<file path="config.mk">
export PLATFORM = sky130hd
export DESIGN_NAME = asc_ctrl
export DESIGN_NICKNAME = d
export VERILOG_FILES = /design/src/hdl/asc_pkg.sv /design/src/hdl/asc_ctrl.sv
export SDC_FILE = /design/constraint.sdc
export NUM_CORES = 1
export LEC_CHECK = 0
export BUFFER_PORTS_ARGS = -buffer_cell sky130_fd_sc_hd__buf_2
export CORE_ASPECT_RATIO = 1.4
export CORE_MARGIN = 3
export CORE_UTILIZATION = 39
export CTS_CLUSTER_DIAMETER = 100
export DETAILED_ROUTE_END_ITERATION = 6
export PLACE_DENSITY_LB_ADDON = 0.08
export REMOVE_ABC_BUFFERS = 1
export SLEW_MARGIN = 0
export SYNTH_ARGS = -nofsm -noshare
export SYNTH_HDL_FRONTEND = slang
export SYNTH_SLANG_ARGS = --single-unit
</file>
<file path="constraint.sdc">
create_clock -name aclk -period 2.3 [get_ports aclk]
set_clock_uncertainty 0.05 [all_clocks]
set_input_delay 0.23 -clock aclk [delete_from_list [all_inputs] [get_ports aclk]]
set_output_delay 0.23 -clock aclk [all_outputs]
set_load 0.01 [all_outputs]
</file>
<file path="src/hdl/asc_pkg.sv">
// ----------------------------------------------------------------------------
// asc_pkg: shared types and constants of the Ackermann steering step
// Holds the micro-op codes, controller/datapath command and status structs,
// register indexes, fixed-point limits and the CORDIC arctangent table.
// ----------------------------------------------------------------------------
package asc_pkg;

    localparam int ANG_FRAC = 30;          // CORDIC angles are Q2.30
    localparam int CW       = 36;          // CORDIC word width
    localparam int MW       = 34;          // multiplier operand width
    localparam int NW       = 64;          // dividend / product width
    localparam int DW       = 34;          // divisor width
    localparam int TAB_LEN  = 30;
    localparam int TAB_IW   = 5;
    localparam int IN_W     = 48;
    localparam int OUT_W    = 168;

    localparam logic signed [CW-1:0] ONE_Q30     = 36'sd1073741824;
    localparam logic signed [63:0]   HALF_PI_Q30 = 64'sd1686629713;
    localparam logic signed [31:0]   S32_MAX     = 32'sh7FFF_FFFF;
    localparam logic signed [31:0]   S32_MIN     = 32'sh8000_0000;

    localparam logic [1:0] CFG_WHEEL_BASE   = 2'd0;
    localparam logic [1:0] CFG_WHEEL_RADIUS = 2'd1;
    localparam logic [1:0] CFG_TRACK_WIDTH  = 2'd2;
    localparam logic [1:0] CFG_STEP_TIME    = 2'd3;

    localparam logic [30:0] WHEEL_BASE_RST   = 31'd65536;
    localparam logic [30:0] WHEEL_RADIUS_RST = 31'd16384;
    localparam logic [30:0] TRACK_WIDTH_RST  = 31'd32768;
    localparam logic [16:0] STEP_TIME_RST    = 17'd655;

    localparam logic [31:0] ATAN_TAB [TAB_LEN] = '{
        32'h3243F6A8, 32'h1DAC6705, 32'h0FADBAFC, 32'h07F56EA6, 32'h03FEAB76,
        32'h01FFD55B, 32'h00FFFAAA, 32'h007FFF55, 32'h003FFFEA, 32'h001FFFFD,
        32'h000FFFFF, 32'h0007FFFF, 32'h0003FFFF, 32'h0001FFFF, 32'h0000FFFF,
        32'h00007FFF, 32'h00003FFF, 32'h00001FFF, 32'h00000FFF, 32'h000007FF,
        32'h000003FF, 32'h000001FF, 32'h000000FF, 32'h0000007F, 32'h0000003F,
        32'h0000001F, 32'h0000000F, 32'h00000007, 32'h00000003, 32'h00000001
    };

    typedef enum logic [4:0] {
        OP_NONE, OP_ROT, OP_MULX, OP_DIVR, OP_RPM, OP_ATM, OP_ATP, OP_MULW,
        OP_SATW, OP_RATE, OP_MULD, OP_DIVD, OP_MULO, OP_DIVO, OP_MULS, OP_DIVS,
        OP_FIN
    } asc_op_t;

    typedef struct packed {
        logic    take;
        logic    start;
        asc_op_t op;
        logic    load_out;
    } asc_cmd_t;

    typedef struct packed {
        logic done;
        logic straight;
        logic out_free;
    } asc_stat_t;

    // clamp to the signed 32-bit range; bit 32 flags a clamp
    function automatic logic [32:0] sat34(input logic signed [33:0] v);
        logic [32:0] r;
        if (v > 34'sd2147483647) begin
            r = {1'b1, S32_MAX};
        end else if (v < -34'sd2147483648) begin
            r = {1'b1, S32_MIN};
        end else begin
            r = {1'b0, v[31:0]};
        end
        return r;
    endfunction

endpackage

</file>
<file path="src/hdl/asc_ctrl.sv">
// ----------------------------------------------------------------------------
// asc_ctrl: sequencer of the Ackermann steering step
// Takes an item, steps the datapath through its op list and hands the
// result to the output register.
// ----------------------------------------------------------------------------
module asc_ctrl import asc_pkg::*; (
    input  logic      aclk,
    input  logic      aresetn,
    input  logic      s_tvalid,
    output logic      s_tready,
    input  asc_stat_t stat,
    output asc_cmd_t  cmd
);

    typedef enum logic [1:0] {ST_IDLE, ST_CHECK, ST_WORK, ST_OUT} state_t;

    state_t  state_reg;
    logic    ready_reg;
    logic    start_reg;
    logic    load_reg;
    asc_op_t op_reg;
    logic    take;

    function automatic asc_op_t next_op(input asc_op_t op);
        asc_op_t n;
        unique case (op)
            OP_ROT:  n = OP_MULX;
            OP_MULX: n = OP_DIVR;
            OP_DIVR: n = OP_RPM;
            OP_RPM:  n = OP_ATM;
            OP_ATM:  n = OP_ATP;
            OP_ATP:  n = OP_MULW;
            OP_MULW: n = OP_SATW;
            OP_SATW: n = OP_RATE;
            OP_RATE: n = OP_MULD;
            OP_MULD: n = OP_DIVD;
            OP_DIVD: n = OP_MULO;
            OP_MULO: n = OP_DIVO;
            OP_DIVO: n = OP_MULS;
            OP_MULS: n = OP_DIVS;
            default: n = OP_FIN;
        endcase
        return n;
    endfunction

    assign take = s_tvalid && ready_reg;

    always_ff @(posedge aclk) begin
        if (!aresetn) begin
            state_reg <= ST_IDLE;
            ready_reg <= 1'b0;
            start_reg <= 1'b0;
            load_reg  <= 1'b0;
            op_reg    <= OP_NONE;
        end else begin
            start_reg <= 1'b0;
            load_reg  <= 1'b0;
            unique case (state_reg)
                ST_IDLE: begin
                    if (take) begin
                        ready_reg <= 1'b0;
                        state_reg <= ST_CHECK;
                    end else begin
                        ready_reg <= 1'b1;
                    end
                end
                ST_CHECK: begin
                    op_reg    <= stat.straight ? OP_FIN : OP_ROT;
                    start_reg <= 1'b1;
                    state_reg <= ST_WORK;
                end
                ST_WORK: begin
                    if (stat.done) begin
                        if (op_reg == OP_FIN) begin
                            state_reg <= ST_OUT;
                        end else begin
                            op_reg    <= next_op(op_reg);
                            start_reg <= 1'b1;
                        end
                    end
                end
                ST_OUT: begin
                    if (stat.out_free) begin
                        load_reg  <= 1'b1;
                        state_reg <= ST_IDLE;
                    end
                end
                default: state_reg <= ST_IDLE;
            endcase
        end
    end

    assign s_tready     = ready_reg;
    assign cmd.take     = take;
    assign cmd.start    = start_reg;
    assign cmd.op       = op_reg;
    assign cmd.load_out = load_reg;

endmodule

</file>
* After elaboration in Yosys (flattened, before gate mapping)
Memory sizes are Yosys's and may differ from the RTL's. A register that Yosys moved wholly into a read port is not among the register bits.
Cells that the tools add are included.
** Operators by class
- Reductions and logical operators :: 6
- Muxes and demuxes :: 17
- Eq/ne operators :: 9
** Operators by type and width (number)
- 5-bit 2-to-1 mux :: 4
- 2-bit inequality test, second input constant :: 5
- 5-bit case mux with 2 select lines :: 1
- 2-bit 2-to-1 mux :: 4
- 4-bit 2-to-1 mux :: 2
- 2-bit case mux with 4 select lines :: 1
- 5-bit equality test, second input constant :: 1
- 2-bit equality test, second input constant :: 2
- 1-bit 2-to-1 mux :: 4
- 4-bit AND reduction :: 1
- 3-bit AND reduction :: 1
- 2-bit by 1-bit equality test with 1-bit output, second input constant :: 1
- 2-bit logical NOT :: 1
- 1-bit case mux with 2 select lines :: 1
- 2-bit AND reduction :: 1
- 2-bit nonzero test :: 1
- 1-bit logical AND :: 1
** Word-level totals
- Register bits after elaboration :: 10
- Memories kept :: 1
- Input port bits :: 6
- ROM bits :: 80
** Memory list
- (no name shown) :: words 16, width 5, rd ports 1, clocked after Yosys merged registers in 1, wr ports 0, line asc_ctrl.sv:26 : unique case (op)

* Longest topological paths before layout
Gate-level depths: netlist of run 1.
- Depth after elaboration :: 6
- Depth in mapped cells :: 10

* Worst setup path after synthesis of run 1
No wires, ideal clock.
- Path type :: reg2reg
- From :: register state_reg[0]
- To :: register (tool-made name)
- Library setup time :: 0.059 ns
- Arrival time :: 1.857 ns
- Stages on the path, launching flop included :: 11
- Path slack :: 0.334 ns
- Buffers on the path :: 1
- Period minus slack after synthesis :: 1.966 ns
- Cell sequence :: dfxtp_1 -> inv_1 -> ha_1 -> buf_6 -> mux2i_2 -> a22o_1 -> and2_1 -> ha_1 -> inv_1 -> o21ai_1 -> o211a_1
** RTL lines
- start, declared :: line asc_ctrl.sv:17 : state_t state_reg;
- start signal, assigned :: line asc_ctrl.sv:50 : state_reg <= ST_IDLE;
- start signal, assigned :: line asc_ctrl.sv:62 : state_reg <= ST_CHECK;
- start signal, assigned :: line asc_ctrl.sv:70 : state_reg <= ST_WORK;

==> summary.txt, run 1 <==
Run status
  – Status: finished clean

Worst setup path
  – Worst setup EP type: flop
  – Crit path max fanout: 4
  – Startpoint types: flop
  – Worst path required time: 2490 ps
  – Reg2reg path depth: 9
  – Worst r2r src: state_reg[1]$_SDFFE_PN0P_
  – Critical path arrival: 2260 ps
  – Reg-to-reg slack, setup: 240 ps
  – WS Path Type: flop to flop

Flow run
  – Max-cap violations: 0

Synthesis
  – Top FF cell, synth: dfxtp_1
  – EDFF count, synth: 0
  – Ranking of synthesized cells by area: dfxtp_1 (37%), ha_1 (14%), mux2i_1 (3.7%)
  – Netlist cell types: 39
  – Asr flop ratio synth: 0%
  – Cell taking the most area after synthesis: dfxtp_1
  – Most frequent cell after synthesis: dfxtp_1
  – Yosys warnings: 0
  – Avg Cell Area, Syn: 9.74 sq um
  – #FFs+latches synth: 15
  – Area share of the largest cell type after synthesis: 36.7%
  – Seq/Total Area, Yosys: 36.7%
  – Post-synthesis cell count: 84
  – Post-synthesis cell area: 818 sq um
  – Commonest cells post-synth: dfxtp_1 (15), ha_1 (9), inv_1 (7), nand2_1 (6)

Die
  – Die area: 2690 sq um
  – DIE HEIGHT: 60.2 um
  – Row cnt: 19
  – CORE AREA: 1970 sq um
  – I/O Pins: 15
  – Initial core utilization: 41.5%
  – Die X: 44.7 um

Clocking
  – Clock Path Buffers: 2
  – Sink Count: 15
  – H-tree levels: 1
  – CTS Hold Bufs: 0
  – Clock slew at reported path FFs: 90 ps
  – CTS buffer count: 3
  – TritonCTS clock tree: built
  – Cts repair resizes: 0
  – Setup bufs post-CTS: 0
  – Clk_lat worst skew: 290 ps
  – Root buffer cell: clkbuf_4

Finish
  – Fillers: 198
  – Layout cell share with drive strength beyond 1: 28.6%
  – Ant diodes: 0
  – P&R area growth vs syn: 11.6%
  – Area of the multi-input gates: 453 sq um
  – Storage cell area: 300 sq um
  – Nets: 114
  – Final Instance Area: 913 sq um

Timing
  – Worst slew pin tran: 368 ps
  – Fin. max-slew vios: 0
  – Final WS setup: 236 ps
  – Worst hold slack: 92.3 ps
  – Setup Viol. Count Final: 0
  – Relative slew slack: 75.5%
  – Maximum clock rate: 0.484 GHz
  – Final hold vios: 0
  – Period utilization: 89.7%
  – Minimum clock period: 2060 ps
  – RSZ-0062 raised after global routing: no
  – Setup Total Neg Slack: 0 ps

Global route
  – GRT Overall Usage: 13.6%
  – Vias in the first global route: 610
  – GRT overflow: 0
  – Initial antenna violation count: 0
  – Largest net degree at the start of global routing: 15
  – First-pass GRT wire length: 2630 um

Min path
  – Worst Hold Launch: s_tvalid
  – HP Class: input port to flop
  – Hold path depth: 2
  – End of the worst hold path: s_tready$_SDFFE_PN0P_

Route
  – Via density per instance: 5.24
  – Pre-antenna DRT Iters: 4
  – Vias: 624
  – Final ANT Viol Nets: 0
  – Detailed Route WL: 1540 um
  – # DRC: 0
  – Drt wl/cell: 12.9 um
  – Drt initial violations: 4

Place
  – RePlAce Congestion: 0.671
  – DP HPWL: 1190 um
  – DP Worst Slack: 178 ps
  – I/O Buffers: 14
  – Dpl cell area: 885 sq um

Power
  – Tot Pwr: 0.893 mW
  – Static leakage: 0.420 nW
  – Power per Cell Area: 978 nW/um^2
  – VDD IR max: 0.393 mV
==> critical path: stages (launching register included) <==
cell and delay, ps:
dfxtp_1 400, inv_1 100, ha_1 230, nor2b_1 170, a32o_1 240, nor3_2 280, ha_1 220, inv_1 50
o21ai_1 130, o211a_1 150
==> layer usage <==
layer	GRT usage [%]	part of all wire, %	vias to the layer above
li1	-	-	315
met1	13.6	39	291
met2	24.6	52	13
met3	2.41	4.7	5
met4	9.05	3.6	0
met5	0	0	-
==> layout make-up <==
type	instances	area share [%]
clock buffers	4	2.88
inverters	8	3.29
flip-flops and latches	15	32.9
multi-input cells	56	49.6
repair buffers	15	8.49
well taps	21	2.88
==> placed cells by master (no fill, tap or decap), types with 2 or more instances in the layout <==
master,synthesis,final
ha_1,9,8
o21ai_1,2,2
and2_1,3,3
a31oi_1,2,2
inv_1,7,7
buf_2,0,14
nand2_1,6,6
mux2i_1,3,3
nor2_1,2,2
nor2b_1,3,3
o21ai_0,2,2
dfxtp_1,15,15
clkbuf_4,0,3
==> logic make-up after synthesis <==
logic type      share of synthesized area (%)
compound gates                           18.2
fa+ha+maj                                13.8
buf+inv                                  8.26
flops                                    36.7
mux                                      5.35
simple gates                             17.7
==> power breakdown <==
part | total [mW] | internal (mW) | switching (mW) | leakage (nW)
sequential | 0.361 | 0.319 | 0.0420 | 0.122
combinational | 0.380 | 0.169 | 0.211 | 0.283
clock | 0.152 | 0.0675 | 0.0846 | 0.0150
==> through the flow <==
| stage | cells | util, % |
|---|---|---|
| after CTS | 119 | 46.2 |
| final | 119 | 46.3 |
| after detailed placement | 115 | 44.8 |
| after global placement | 115 | 44.8 |
| after floorplan | 79 | - |
| after global routing | 119 | 46.3 |
==> how the worst max path moves through the flow <==
stage	to	cells after the start	from	slack, ps
5_1_grt	flop	9	state_reg[0]$_SDFFE_PN0P_	80
6_report	flop	9	state_reg[1]$_SDFFE_PN0P_	240
3_5_place_dp	flop	9	state_reg[0]$_SDFFE_PN0P_	180
3_3_place_gp	flop	9	state_reg[0]$_SDFFE_PN0P_	210
2_1_floorplan	flop	9	state_reg[0]$_SDFFE_PN0P_	290
4_1_cts	flop	9	state_reg[0]$_SDFFE_PN0P_	140
(Power assumes the default switching activity.)
==> inputs of run 2 (changes only) <==
Settings changed: SETUP_SLACK_MARGIN set to 0.1.
Clock period 2.3 ns to 2.44 ns, I/O delays scaled along.
==> summary.txt, run 2 (synthesis gave the netlist of run 1 again) <==
Worst setup path
  – Startpoint types: flop
  – Number of cells on the critical path: 9
  – Worst setup EP type: flop
  – Worst Setup SP: state_reg[0]$_SDFFE_PN0P_
  – Worst path slowest cell: mux2i_2
  – Delay-heaviest family, CP: adder cells
  – Worst r2r src: state_reg[0]$_SDFFE_PN0P_
  – Most common cell on crit path: inv_1
  – Crit path max fanout: 10
  – Critical path arrival: 2310 ps
  – Reg2reg path depth: 9
  – Worst path cell trace: inv_1 > ha_2 > mux2i_2 > a22o_1 > and2_1 > ha_1 > inv_1 > o21ai_1 > o211a_1
  – WP buf/inv: 2
  – Reg-to-reg slack, setup: 310 ps
  – WS Path Type: flop to flop
  – CP max stage delay: 350 ps
  – Worst path required time: 2620 ps

Place
  – Placed cells: 114
  – RePlAce Congestion: 0.696
  – DP HPWL: 1230 um
  – I/O Buffers: 14

Finish
  – Ant diodes: 0
  – Nets: 113
  – Most frequent cells in the layout: dfxtp_1 (15), buf_2 (14), ha_1 (8), inv_1 (7), nand2_1 (6)
  – Post-route insts no fill: 118
  – Commonest non-fill, non-tap cell in the layout: dfxtp_1
  – Layout cell share with drive strength beyond 1: 27.8%
  – P&R area growth vs syn: 10.7%

Timing
  – Worst slew pin tran: 294 ps
  – Period utilization: 87.4%
  – Final hold vios: 0
  – Minimum clock period: 2130 ps
  – Worst hold slack: 114 ps
  – Relative slew slack: 80.0%
  – Maximum clock rate: 0.469 GHz
  – Setup Viol. Count Final: 0
  – RSZ-0062 raised after global routing: no
  – Fin. max-slew vios: 0
  – Setup Total Neg Slack: 0 ps

Power
  – Tot Pwr: 0.822 mW
  – Power per Cell Area: 907 nW/um^2
  – VDD IR max: 0.355 mV
  – Static leakage: 0.416 nW

Global route
  – Vias in the first global route: 622
  – Initial antenna violation count: 0
  – GRT overflow: 0
  – First-pass GRT wire length: 2590 um
  – Largest net degree at the start of global routing: 15
  – GRT Overall Usage: 13.4%

Clocking
  – Clock Path Buffers: 2
  – CTS buffer count: 3
  – Sink Count: 15
  – Clk_lat worst skew: 280 ps
  – Root buffer cell: clkbuf_4
  – H-tree levels: 1
  – CTS Hold Bufs: 0
  – Clock slew at reported path FFs: 90 ps
  – TritonCTS clock tree: built

Route
  – Top Metal Used: met4
  – Drt initial violations: 9
  – Via density per instance: 5.28
  – Met2 WL: 824 um
  – Drt wl/cell: 12.9 um
  – Pre-antenna DRT Iters: 3
  – Final ANT Viol Nets: 0
  – Post-Route M1 WL: 597 um
  – Detailed Route WL: 1530 um
  – # DRC: 0
  – Met3 wire len: 60 um
  – Vias: 623

Run status
  – Status: finished clean

Flow run
  – Max-cap violations: 0

Die
  – I/O Pins: 15
  – Row cnt: 19
  – DIE HEIGHT: 60.2 um
  – CORE AREA: 1970 sq um
  – Die X: 44.7 um
  – Initial core utilization: 41.5%
  – Die area: 2690 sq um

Min path
  – HP Class: input port to flop
run 2: worst min-delay path by stage:
stage                          start                     to  slack [ps]  cells past startpoint
2_1_floorplan               s_tvalid  s_tready$_SDFFE_PN0P_         300                      1
3_3_place_gp   s_tready$_SDFFE_PN0P_  s_tready$_SDFFE_PN0P_         400                      1
3_5_place_dp                s_tvalid  s_tready$_SDFFE_PN0P_         410                      2
4_1_cts                     s_tvalid  s_tready$_SDFFE_PN0P_         110                      2
5_1_grt                     s_tvalid  s_tready$_SDFFE_PN0P_         110                      2
6_report                    s_tvalid  s_tready$_SDFFE_PN0P_         110                      2
run 2: final cells by class:
type	count	area, sq um
Clock buffer	4	26.3
Fill cell	215	1070
Inverter	8	30.0
Multi-Input combinational cell	56	453
Sequential cell	15	300
Tap cell	21	26.3
Timing Repair Buffer	14	70.1
run 2: where the power goes:
group,internal (mW),switching [mW],total [mW],leakage (nW)
Clock,0.0634,0.0750,0.138,0.0150
Sequential,0.300,0.0413,0.342,0.122
Combinational,0.148,0.193,0.341,0.278
run 2: timing repair:
item | 4_1_cts | 5_1_grt
setup endpoints to repair | 0 | 1
setup buffers | 0 | 0
resized for setup | 0 | 1
endpoints found under the hold margin | 0 | 0
run 2: metal layers:
metal  GRT usage [%]  vias to the layer above
met4            9.05                        0
met1            13.0                      293
met5               0                        -
met2            24.2                       12
met3            3.01                        4
li1                -                      314
run 2: per-stage QoR:
step / util (%) / setup WS, ps / cell area (sq um)
after floorplan: - / 428 / 781
after global placement: 44.5 / 273 / 877
final: 45.9 / 308 / 906
after global routing: 45.9 / 126 / 906
after detailed placement: 44.5 / 226 / 877
after CTS: 45.8 / 197 / 903
